File: config.mk
export PLATFORM = sky130hd
export DESIGN_NAME = tlb_lru_fully_associative
export DESIGN_NICKNAME = d
export VERILOG_FILES = /design/src/rtl/core/tlbl_pkg.sv /design/src/rtl/core/tlbl_ctrl.sv /design/src/rtl/core/tlbl_dp.sv /design/src/rtl/core/tlb_lru_fully_associative.sv
export SDC_FILE = /design/constraint.sdc
export NUM_CORES = 2
export LEC_CHECK = 0
export BUFFER_PORTS_ARGS = -buffer_cell sky130_fd_sc_hd__buf_2
export CAP_MARGIN = 25
export CORE_ASPECT_RATIO = 0.6
export CORE_MARGIN = 4
export CORE_UTILIZATION = 35
export DETAILED_ROUTE_END_ITERATION = 10
export PLACE_DENSITY = 0.5
export SLEW_MARGIN = 20
export SYNTH_ARGS = -nofsm -noshare
export SYNTH_HDL_FRONTEND = slang
export SYNTH_SLANG_ARGS = --single-unit
File: constraint.sdc
create_clock -name clk -period 7 [get_ports clk]
set_input_delay 0.7 -clock clk [delete_from_list [all_inputs] [get_ports clk]]
set_output_delay 0.7 -clock clk [all_outputs]
set_load 0.005 [all_outputs]
File: src/rtl/core/tlbl_pkg.sv
`timescale 1ns / 1ps

package tlbl_pkg;

  localparam int PID_W      = 8;
  localparam int PAGE_W     = 14;
  localparam int FRAME_W    = 14;
  localparam int SLOT_W     = 4;
  localparam int STAMP_W    = 32;
  localparam int IN_DATA_W  = 40;  // pid + page + new_frame = 36, padded to bytes
  localparam int OUT_DATA_W = 24;  // frame + slot = 18, padded to bytes

  localparam logic CMD_LOOKUP = 1'b0;
  localparam logic CMD_INSERT = 1'b1;

  typedef enum logic [2:0] {
    ST_IDLE,
    ST_CMP,
    ST_UPD,
    ST_SCAN,
    ST_FILL,
    ST_RESP
  } tlbl_state_t;

  // controller -> datapath
  typedef struct packed {
    logic latch;      // capture the incoming item
    logic compare;    // register tag match result, read frame
    logic stamp_hit;  // stamp the matching entry
    logic scan;       // one step of the victim search
    logic fill;       // write the victim entry
    logic load_out;   // load the result register
  } tlbl_cmd_t;

  // datapath -> controller
  typedef struct packed {
    logic hit;
    logic insert;
    logic scan_done;
    logic out_busy;
  } tlbl_sts_t;

endpackage

File: src/rtl/core/tlbl_ctrl.sv
`timescale 1ns / 1ps

module tlbl_ctrl (
  input  logic               clk,
  input  logic               rst_n,
  input  logic               in_tvalid,
  output logic               in_tready,
  input  tlbl_pkg::tlbl_sts_t sts,
  output tlbl_pkg::tlbl_cmd_t cmd
);
  import tlbl_pkg::*;

  tlbl_state_t state_r, state_nxt;

  always_ff @(posedge clk) begin
    if (!rst_n) begin
      state_r <= ST_IDLE;
    end else begin
      state_r <= state_nxt;
    end
  end

  always_comb begin
    state_nxt = state_r;
    case (state_r)
      ST_IDLE: begin
        if (in_tvalid) state_nxt = ST_CMP;
      end
      ST_CMP: begin
        if (sts.hit) state_nxt = ST_UPD;
        else if (sts.insert) state_nxt = ST_SCAN;
        else state_nxt = ST_RESP;
      end
      ST_UPD:  state_nxt = ST_RESP;
      ST_SCAN: begin
        if (sts.scan_done) state_nxt = ST_FILL;
      end
      ST_FILL: state_nxt = ST_RESP;
      ST_RESP: begin
        if (!sts.out_busy) state_nxt = ST_IDLE;
      end
      default: state_nxt = ST_IDLE;
    endcase
  end

  always_comb begin
    cmd       = '0;
    in_tready = 1'b0;
    case (state_r)
      ST_IDLE: begin
        in_tready = 1'b1;
        cmd.latch = in_tvalid;
      end
      ST_CMP:  cmd.compare   = 1'b1;
      ST_UPD:  cmd.stamp_hit = 1'b1;
      ST_SCAN: cmd.scan      = 1'b1;
      ST_FILL: cmd.fill      = 1'b1;
      ST_RESP: cmd.load_out  = !sts.out_busy;
      default: cmd = '0;
    endcase
  end

endmodule

File: src/rtl/core/tlbl_dp.sv
`timescale 1ns / 1ps

module tlbl_dp #(
  parameter int ENTRIES = 16
) (
  input  logic                         clk,
  input  logic                         rst_n,
  input  logic                         in_command,
  input  logic [tlbl_pkg::PID_W-1:0]   in_pid,
  input  logic [tlbl_pkg::PAGE_W-1:0]  in_page,
  input  logic [tlbl_pkg::FRAME_W-1:0] in_new_frame,
  input  tlbl_pkg::tlbl_cmd_t          cmd,
  output tlbl_pkg::tlbl_sts_t          sts,
  input  logic                         out_tready,
  output logic                         out_valid,
  output logic                         out_hit,
  output logic [tlbl_pkg::FRAME_W-1:0] out_frame,
  output logic [tlbl_pkg::SLOT_W-1:0]  out_slot
);
  import tlbl_pkg::*;

  localparam int AW = $clog2(ENTRIES);
  localparam int CW = $clog2(ENTRIES + 1);

  // item being worked on
  logic               command_r;
  logic [PID_W-1:0]   pid_r;
  logic [PAGE_W-1:0]  page_r;
  logic [FRAME_W-1:0] nfr_r;

  // tags in flops, compared in parallel
  logic [ENTRIES-1:0] valid_r;
  logic [PID_W-1:0]   tag_pid_r  [ENTRIES];
  logic [PAGE_W-1:0]  tag_page_r [ENTRIES];

  // frame and stamp storage
  logic [FRAME_W-1:0] frame_mem [ENTRIES];
  logic [STAMP_W-1:0] stamp_mem [ENTRIES];
  logic [FRAME_W-1:0] frame_q;
  logic [STAMP_W-1:0] stamp_q;

  logic [STAMP_W-1:0] ctr_r;
  logic [STAMP_W-1:0] stamp_val;

  logic [ENTRIES-1:0] match_vec;
  logic               match_hit;
  logic [AW-1:0]      match_idx;

  logic               hit_r;
  logic [AW-1:0]      idx_r;

  logic [CW-1:0]      cnt_r;
  logic [AW-1:0]      rd_idx;
  logic [STAMP_W-1:0] cand;
  logic [STAMP_W-1:0] best_r;
  logic [AW-1:0]      best_idx_r;

  logic               out_valid_r, out_valid_nxt;
  logic               out_hit_r;
  logic [FRAME_W-1:0] out_frame_r;
  logic [SLOT_W-1:0]  out_slot_r;
  logic [SLOT_W-1:0]  slot_w;
  logic               stamp_we;
  logic [AW-1:0]      stamp_wa;

  always_ff @(posedge clk) begin
    if (cmd.latch) begin
      command_r <= in_command;
      pid_r     <= in_pid;
      page_r    <= in_page;
      nfr_r     <= in_new_frame;
    end
  end

  always_comb begin
    for (int i = 0; i < ENTRIES; i++) begin
      match_vec[i] = valid_r[i] && (tag_pid_r[i] == pid_r) && (tag_page_r[i] == page_r);
    end
  end

  // lowest matching index wins
  always_comb begin
    match_hit = 1'b0;
    match_idx = '0;
    for (int i = ENTRIES - 1; i >= 0; i--) begin
      if (match_vec[i]) begin
        match_hit = 1'b1;
        match_idx = AW'(i);
      end
    end
  end

  always_ff @(posedge clk) begin
    if (cmd.compare) begin
      hit_r <= match_hit;
    end
    if (cmd.compare) begin
      idx_r <= match_idx;
    end else if (cmd.fill) begin
      idx_r <= best_idx_r;
    end
  end

  always_ff @(posedge clk) begin
    if (!rst_n) begin
      valid_r <= '0;
    end else if (cmd.fill) begin
      valid_r[best_idx_r] <= 1'b1;
    end
  end

  always_ff @(posedge clk) begin
    if (cmd.fill) begin
      tag_pid_r[best_idx_r]  <= pid_r;
      tag_page_r[best_idx_r] <= page_r;
    end
  end

  always_ff @(posedge clk) begin
    if (cmd.fill) begin
      frame_mem[best_idx_r] <= nfr_r;
    end
    if (cmd.compare) begin
      frame_q <= frame_mem[match_idx];
    end
  end

  assign stamp_val = ctr_r + 1'b1;
  assign stamp_we  = cmd.stamp_hit || cmd.fill;
  assign stamp_wa  = cmd.fill ? best_idx_r : idx_r;

  always_ff @(posedge clk) begin
    if (!rst_n) begin
      ctr_r <= '0;
    end else if (stamp_we) begin
      ctr_r <= stamp_val;
    end
  end

  // invalid entries read as stamp zero through the valid mask on the read data
  always_ff @(posedge clk) begin
    if (stamp_we) begin
      stamp_mem[stamp_wa] <= stamp_val;
    end
    stamp_q <= stamp_mem[cnt_r[AW-1:0]];
  end

  // victim search: address cnt issued, data of cnt-1 compared
  assign rd_idx = AW'(cnt_r - 1'b1);
  assign cand   = valid_r[rd_idx] ? stamp_q : '0;

  always_ff @(posedge clk) begin
    if (!rst_n) begin
      cnt_r <= '0;
    end else if (cmd.compare) begin
      cnt_r <= '0;
    end else if (cmd.scan && !sts.scan_done) begin
      cnt_r <= cnt_r + 1'b1;
    end
  end

  always_ff @(posedge clk) begin
    if (cmd.scan && (cnt_r != '0)) begin
      if ((cnt_r == CW'(1)) || (cand < best_r)) begin
        best_r     <= cand;
        best_idx_r <= rd_idx;
      end
    end
  end

  generate
    if (AW >= SLOT_W) begin : g_slot_trunc
      assign slot_w = idx_r[SLOT_W-1:0];
    end else begin : g_slot_ext
      assign slot_w = {{(SLOT_W - AW){1'b0}}, idx_r};
    end
  endgenerate

  always_comb begin
    out_valid_nxt = out_valid_r;
    if (cmd.load_out) out_valid_nxt = 1'b1;
    else if (out_tready) out_valid_nxt = 1'b0;
  end

  always_ff @(posedge clk) begin
    if (!rst_n) begin
      out_valid_r <= 1'b0;
    end else begin
      out_valid_r <= out_valid_nxt;
    end
  end

  always_ff @(posedge clk) begin
    if (cmd.load_out) begin
      out_hit_r   <= hit_r;
      out_frame_r <= (hit_r && (command_r == CMD_LOOKUP)) ? frame_q : '0;
      out_slot_r  <= slot_w;
    end
  end

  assign out_valid = out_valid_r;
  assign out_hit   = out_hit_r;
  assign out_frame = out_frame_r;
  assign out_slot  = out_slot_r;

  assign sts.hit       = match_hit;
  assign sts.insert    = (command_r == CMD_INSERT);
  assign sts.scan_done = (cnt_r == CW'(ENTRIES));
  assign sts.out_busy  = out_valid_r && !out_tready;

  // inserts only happen on a miss, so a tag never sits in two entries
  a_single_match: assert property (@(posedge clk) disable iff (!rst_n)
    cmd.compare |-> $onehot0(match_vec))
    else $error("tag matched more than one entry");

  a_ctr_step: assert property (@(posedge clk) disable iff (!rst_n)
    stamp_we |=> (ctr_r == $past(ctr_r) + 1'b1))
    else $error("access counter did not advance on stamping");

  a_ctr_hold: assert property (@(posedge clk) disable iff (!rst_n)
    !stamp_we |=> $stable(ctr_r))
    else $error("access counter moved without stamping");

  a_fill_valid: assert property (@(posedge clk) disable iff (!rst_n)
    cmd.fill |=> valid_r[$past(best_idx_r)])
    else $error("filled entry not marked valid");

endmodule

File: src/rtl/core/tlb_lru_fully_associative.sv
`timescale 1ns / 1ps
// Channel | Dir | Ports                       | Contents
// in_     | in  | tvalid tready tdata tuser   | tuser: command; tdata: pid, page, new_frame
// out_    | out | tvalid tready tdata tuser   | tuser: hit; tdata: frame, slot
//
// Hit (lookup or insert): after the input transfer the item passes compare, stamp and
// load; lookup miss: compare and load. Insert miss: the victim search reads the stamp
// memory one entry per cycle behind a registered read, then fills and loads.
// One item in flight; in_tready returns the cycle after the result is loaded. Reset clears
// valid bits and the access counter.
// A stalled output holds its result; the item waits in the response state with in_tready low.

module tlb_lru_fully_associative #(
  parameter int ENTRIES = 16
) (
  input  logic                               clk,
  input  logic                               rst_n,
  input  logic                               in_tvalid,
  output logic                               in_tready,
  input  logic [tlbl_pkg::IN_DATA_W-1:0]     in_tdata,   // [7:0] pid, [21:8] page, [35:22] new_frame
  input  logic                               in_tuser,   // [0] command
  output logic                               out_tvalid,
  input  logic                               out_tready,
  output logic [tlbl_pkg::OUT_DATA_W-1:0]    out_tdata,  // [13:0] frame, [17:14] slot
  output logic                               out_tuser   // [0] hit
);
  import tlbl_pkg::*;

  tlbl_cmd_t          cmd;
  tlbl_sts_t          sts;
  logic               res_hit;
  logic [FRAME_W-1:0] res_frame;
  logic [SLOT_W-1:0]  res_slot;

  tlbl_ctrl u_ctrl (
    .clk       (clk),
    .rst_n     (rst_n),
    .in_tvalid (in_tvalid),
    .in_tready (in_tready),
    .sts       (sts),
    .cmd       (cmd)
  );

  tlbl_dp #(
    .ENTRIES (ENTRIES)
  ) u_dp (
    .clk          (clk),
    .rst_n        (rst_n),
    .in_command   (in_tuser),
    .in_pid       (in_tdata[PID_W-1:0]),
    .in_page      (in_tdata[PID_W+PAGE_W-1:PID_W]),
    .in_new_frame (in_tdata[PID_W+PAGE_W+FRAME_W-1:PID_W+PAGE_W]),
    .cmd          (cmd),
    .sts          (sts),
    .out_tready   (out_tready),
    .out_valid    (out_tvalid),
    .out_hit      (res_hit),
    .out_frame    (res_frame),
    .out_slot     (res_slot)
  );

  assign out_tuser = res_hit;
  assign out_tdata = {{(OUT_DATA_W - FRAME_W - SLOT_W){1'b0}}, res_slot, res_frame};

endmodule

### Word level (Yosys, flattened, before mapping)

Memory sizes are Yosys's and may differ from the RTL's. A register that Yosys moved wholly into a read port is not among the register bits.
Cells that the tools add are included.

* flip-flop bits (word level): 154
* output and inout port bits: 27
* logic and storage cells: 179
* memory bits (writable): 1088
* memories: 4
* input bits: 45

Memories
* u_dp.stamp_mem: depth 16, bits a word 32, read ports 1, clocked after Yosys merged registers in 1, wr ports 1, line tlbl_dp.sv:38 `logic [STAMP_W-1:0] stamp_mem [ENTRIES];`
* u_dp.frame_mem: depth 16, bits a word 14, read ports 1, clocked after Yosys merged registers in 1, wr ports 1, line tlbl_dp.sv:37 `logic [FRAME_W-1:0] frame_mem [ENTRIES];`
* u_dp.tag_page_r: depth 16, bits a word 14, read ports 16, clocked after Yosys merged registers in 0, wr ports 1, line tlbl_dp.sv:34 `logic [PAGE_W-1:0] tag_page_r [ENTRIES];`
* u_dp.tag_pid_r: depth 16, bits a word 8, read ports 16, clocked after Yosys merged registers in 0, wr ports 1, line tlbl_dp.sv:33 `logic [PID_W-1:0] tag_pid_r [ENTRIES];`

* add/sub/neg operators: 3
* eq/ne operators: 42
* order comparisons: 4
* reductions and logical operators: 49
* muxes and demuxes: 58
* bitwise operators: 3

Operators with widths (count)
* 14-bit equality test: 16
* 8-bit equality test: 16
* 4-bit two-way mux: 18
* 1-bit logical AND: 37
* 32-bit by 1-bit adder with 32-bit output (second input constant): 1
* 32-bit less-than comparator: 1
* 32-bit two-way mux: 1
* 1-bit two-way mux: 31
* 16-bit bitwise OR: 1
* 3-bit two-way mux: 5
* 3-bit case mux with 5 select lines: 1
* 4-bit by 5-bit less-than comparator with 1-bit output (second input constant): 2
* 3-bit by 2-bit equality test with 1-bit output (second input constant): 2
* 3-bit equality test (second input constant): 2
* 5-bit by 1-bit adder with 5-bit output (second input constant): 1
* 5-bit by 1-bit equality test with 1-bit output (second input constant): 1
* 5-bit equality test (second input constant): 1
* 5-bit nonzero test: 1
* 1-bit binary-select mux with 4-bit select: 1
* 1-bit demux with 4-bit select: 1
* 4-bit by 1-bit >= comparator with 1-bit output (second input constant): 1
* 2-bit != test (second input constant): 2
* 2-bit OR reduction: 2
* 4-bit by 1-bit subtractor with 4-bit output (second input constant): 1
* 9 further kinds: 13

### Logic depth before layout (Yosys ltp)

An unclocked memory read counts as a cell.

* depth in word-level cells: 22
* mapped depth: 20

### Hierarchy

Synthesis repeated with hierarchy kept, for this count alone.

* cell total of the unflattened synthesis: 3346
* area total of the unflattened synthesis: 54259.5 µm²

By module, submodules not included
* tlbl_dp: cells each 3306, times used 1, area each 53950.5 µm², sequential area each 37686.1 µm²
* tlbl_ctrl: cells each 33, times used 1, area each 260.2 µm², sequential area each 60.1 µm²
* tlb_lru_fully_associative: cells each 7, times used 1, area each 48.8 µm², sequential area each 0.0 µm²

### Worst setup path after synthesis

OpenSTA, ideal clock, no wires.

* path kind: register to register
* start point: register u_dp.cnt_r[0]
* end point: register u_dp.best_idx_r[0] (enable)
* path slack: -569 ps
* clock period less this slack: 7569 ps
* stages on the path, launching flop included: 21
* arrival time: 7085 ps
* setup time: 484 ps
* buffers on the path: 4
* path through: dfxtp_1 -> clkbuf_1 -> clkbuf_1 -> buf_1 -> inv_1 -> ha_1 -> mux4_2 -> mux4_2 -> clkbuf_1 -> and2_1 -> ha_1 -> a21o_1 -> a21oi_1 -> nor2b_1 -> o21ai_0 -> nand2b_1 -> a21oi_1 -> nor2_1 -> a21oi_1 -> a21oi_1 -> a211oi_1

* word-level cells in the longest chain between the ends: 7
* elaborated cells between the ends (all ways): 10
* classes of those cells: add/sub (1); order compare (1); eq/ne (1); mux (3); reduce/logical (4)

RTL lines
* start, declared: line tlbl_dp.sv:52 `logic [CW-1:0] cnt_r;`
* start signal, assigned: line tlbl_dp.sv:158 `cnt_r <= cnt_r + 1'b1;`
* 4-bit by 1-bit subtractor with 4-bit output: line tlbl_dp.sv:149 `assign rd_idx = AW'(cnt_r - 1'b1);`
* named net u_dp.rd_idx[0]: line tlbl_dp.sv:53 `logic [AW-1:0] rd_idx;`
* 1-bit binary-select mux with 4-bit select: line tlbl_dp.sv:150 `assign cand = valid_r[rd_idx] ? stamp_q : '0;`
* 1-bit two-way mux (implied by the code): line tlbl_dp.sv:150
* 32-bit two-way mux: line tlbl_dp.sv:150
* named net u_dp.cand[17]: line tlbl_dp.sv:54 `logic [STAMP_W-1:0] cand;`
* 32-bit less-than comparator: line tlbl_dp.sv:164 `if ((cnt_r == CW'(1)) || (cand < best_r)) begin`
* 1-bit logical OR: line tlbl_dp.sv:164
* 2-bit AND reduction (no source line)
* end signal, assigned: line tlbl_dp.sv:166 `best_idx_r <= rd_idx;`
* end, declared: line tlbl_dp.sv:56 `logic [AW-1:0] best_idx_r;`

The timed path passes the listed nets, and every way through them passes these cells. The select of a mux whose other input is x is not followed.
A chain may end at the register's enable or synchronous reset.

### Worst setup path in the final report

* start point: register u_dp.cnt_r[0]
* end point: register u_dp.best_r[5] (enable)

* word-level cells in the longest chain between the ends: 7
* elaborated cells between the ends (all ways): 10
* classes of those cells: add/sub (1); order compare (1); eq/ne (1); mux (3); reduce/logical (4)

RTL lines
* 4-bit by 1-bit subtractor with 4-bit output: line tlbl_dp.sv:149
* named net u_dp.rd_idx[0]: line tlbl_dp.sv:53
* 1-bit binary-select mux with 4-bit select: line tlbl_dp.sv:150
* 1-bit two-way mux (implied by the code): line tlbl_dp.sv:150
* 32-bit two-way mux: line tlbl_dp.sv:150
* named net u_dp.cand[5]: line tlbl_dp.sv:54
* 32-bit less-than comparator: line tlbl_dp.sv:164
* 1-bit logical OR: line tlbl_dp.sv:164
* 2-bit AND reduction (no source line)
* end signal, assigned: line tlbl_dp.sv:165 `best_r <= cand;`
* end, declared: line tlbl_dp.sv:55 `logic [STAMP_W-1:0] best_r;`

The timed path passes the listed nets, and every way through them passes these cells. The select of a mux whose other input is x is not followed.

==> run_results.csv <==
group,metric,value,unit
yosys,ys.flop_type,"edfxtp_1",
worst_setup_path,start_kind,"flip-flop",
yosys,synthesis.area,0.0534,mm^2
yosys,synthCells,3132,
global_route,grt_pass1_vias,28100,
die,num_rows,110,
yosys,synth_top_cell_area_share,67.3,%
placement,hpwl,90300,um
die,fp.dieW,512,um
timing,worst_pin_slew,1.08,ns
power,ir_drop,0.280,mV
die,initial_utilization,35.4,%
clock_network,htreeDepth,4,
timing,slew_viol_final,0,
finish,fin_util,40.6,%
flow_run,max_cap_viol_count,0,
route,via_count,28800,
timing,clock_skew,0.0273,ns
die,dieArea,0.159,mm^2
route,vias_per_cell,5.30,
finish,n_fill_cell,13500,
global_route,grt_pass1_wl,211000,um
power,power.density,281,mW/mm^2
worst_setup_path,critPathCaptureType,"flip-flop",
timing,postLayoutSetupSlackWorst,1.26,ns
timing,finalHoldViolCount,0,
global_route,overflow,0,
die,die_h,310,um
global_route,grt_max_degree,62,
timing,setup_viol,0,
timing,fmax,174,MHz
yosys,yosys.area.top_type,"edfxtp_1",
timing,setup_tns,0,ns
placement,globalplace.congestion,0.782,
placement,port_buffers,61,
global_route,grt_antenna_before_repair,14,
yosys,async_reset_ff_share,0,%
clock_network,holdBufCountCts,0,
finish,layout-drive-gt1-share,19.5,%
clock_network,cts_sinks,1288,
die,core-area,0.151,mm^2
yosys,synth_cell_types,78,
power,power.leakage,19.7,nW
route,drc,0,
yosys,avgSynthCellArea,17.0,um^2
yosys,ys_top_cells_by_area,"edfxtp_1 (67%), mux4_2 (7.0%), xor2_1 (4.0%), dfxtp_1 (3.5%), xnor2_1 (2.9%)",
route,first_iter_violations,2914,
clock_network,cts_tree,"done",
finish,multiInputGateArea,0.0150,mm^2
yosys,synth_commonest_cells,"edfxtp_1 (1195), xor2_1 (241), xnor2_1 (176)",
route,drt-pass1-iter-count,5,
die,num_io_pins,72,
yosys,yosysMostFrequentCell,"edfxtp_1",
worst_setup_path,path_max_fanout,32,
clock_network,root_buffer,"clkbuf_16",
clock_network,post_cts_buffers,0,
timing,rsz0062_at_grt,"no",
yosys,ys_warn_count,0,
timing,hold_slack,0.116,ns
timing,finalCritPeriodShare,82.0,%
outcome,status,"completed",
min_path,hold_depth,1,
yosys,synth-edff-count,1195,
route,ant_nets,0,
yosys,ys_seq_area_share,70.7,%
placement,place_ws,1.19,ns
timing,max_slew_margin,27.9,%
global_route,track_usage,18.5,%
worst_setup_path,critPathKind,"reg -> reg",
clock_network,clockBufferDepth,3,
clock_network,post_cts_resized,0,
finish,synthToLayoutAreaGrowth,14.6,%
worst_setup_path,reg2regPathDepth,13,
clock_network,numCtsBuffers,131,
yosys,synth-seq-cells,1288,
route,wirelength,147000,um
route,post_drt_wl_per_cell,27.1,um
finish,fin_nets,3390,
clock_network,clk_latency,0.77,ns
finish,final-seq-area,0.0378,mm^2
worst_setup_path,required,7.41,ns
timing,min_period,5.74,ns
worst_setup_path,cp.arrival,6.15,ns
min_path,worstHoldPathType,"in -> reg",
clock_network,path_clk_slew,0.07,ns
## where the power goes
part           total, W  internal [W]  switching [W]
clock           0.00689       0.00392        0.00297
combinational   0.00132      0.000437       0.000887
sequential      0.00895       0.00871       0.000240
total            0.0172        0.0131        0.00410
## cell type report
type / count / share of cell area (%)
diodes: 3 / 0.0123
clock buffers: 191 / 6.06
clock inverters: 48 / 0.737
inverters: 43 / 0.264
multi-input cells: 1646 / 24.6
flip-flops and latches: 1288 / 61.7
well taps: 2016 / 4.12
repair buffers: 199 / 2.48
## logic make-up (layout without fill, tap and decap cells)
group | Yosys count | after routing | synth area share (%)
compound gates | 244 | 244 | 3.40
xor+xnor | 419 | 419 | 6.91
fa+ha+maj | 36 | 36 | 0.844
buf+inv | 203 | 481 | 1.81
flops | 1288 | 1288 | 70.7
mux | 237 | 237 | 8.45
other cells | 1 | 9 | 0.00703
simple gates | 704 | 704 | 7.84
## final timing paths
check / startpoint / to / slack, ns
worst max-delay path: u_dp.cnt_r[0] / u_dp.best_r[5] / 1.26
worst min register to register: u_dp.frame_q[6] / u_dp.out_frame[6] / 0.51
worst max register to register: u_dp.cnt_r[0] / u_dp.best_r[5] / 1.26
worst min-delay path: in_tdata[18] / u_dp.page_r[10] / 0.12
## state kept, by name, indices dropped and copies added, names as in the netlist, 3 cells and up
signal / cells
u_dp.out_slot: 4
u_dp.best_idx_r: 4
u_dp.idx_r: 4
u_dp.page_r: 14
u_dp.tag_pid_r: 128
u_dp.ctr_r: 32
u_dp.stamp_q: 32
u_dp.pid_r: 8
u_dp.cnt_r: 5
u_dp.nfr_r: 14
u_dp.tag_page_r: 224
u_ctrl.state_r: 3
u_dp.valid_r: 16
u_dp.stamp_mem: 512
u_dp.out_frame: 14
u_dp.frame_q: 14
u_dp.best_r: 32
u_dp.frame_mem: 224
## critical path, cell delays in order, from the launching register on
cell	delay, ns
dfxtp_4	0.77
inv_1	0.18
ha_1	0.60
mux4_2	0.39
mux4_2	0.78
and2_1	0.31
ha_1	0.29
a21o_1	0.16
a211o_1	0.30
a31oi_1	0.14
or4_1	0.13
o221ai_1	0.24
a211oi_4	0.56
buf_4	0.48
## placed cells by master (no fill, tap or decap), types with 42 or more instances in the layout
| cell | synthesis | routed |
|---|---|---|
| inv_1 | 43 | 42 |
| clkbuf_1 | 68 | 44 |
| nand2_1 | 95 | 95 |
| and3_1 | 43 | 43 |
| nor2_1 | 71 | 45 |
| buf_2 | 40 | 61 |
| nand4_1 | 96 | 96 |
| xnor2_1 | 176 | 173 |
| mux4_2 | 165 | 165 |
| mux2_2 | 48 | 48 |
| clkbuf_16 | 0 | 135 |
| and2_1 | 69 | 68 |
| nand3_1 | 49 | 49 |
| nor4_1 | 77 | 76 |
| buf_4 | 18 | 120 |
| dfxtp_1 | 93 | 89 |
| xor2_1 | 241 | 235 |
| edfxtp_1 | 1195 | 1195 |
## per-layer routing
metal  vias to the layer above  global-route usage [%]  wire (um)
li1                      12700                       -          -
met1                     15000                    30.5      77100
met2                       924                    23.9      56900
met3                       154                    4.48      11000
met4                         2                    4.11       2320
met5                         -                       0          7
## through the flow
step / cells / area (um^2) / power, W
CTS: 5426 / 61100 / 0.0174
floorplan: 3137 / 53400 / 0.00977
global route: 5432 / 61200 / 0.0178
detailed placement: 5187 / 56900 / 0.0104
global placement: 5181 / 56800 / 0.0104
finish: 5434 / 61200 / 0.0172
Power figures use the tool's default switching activity.
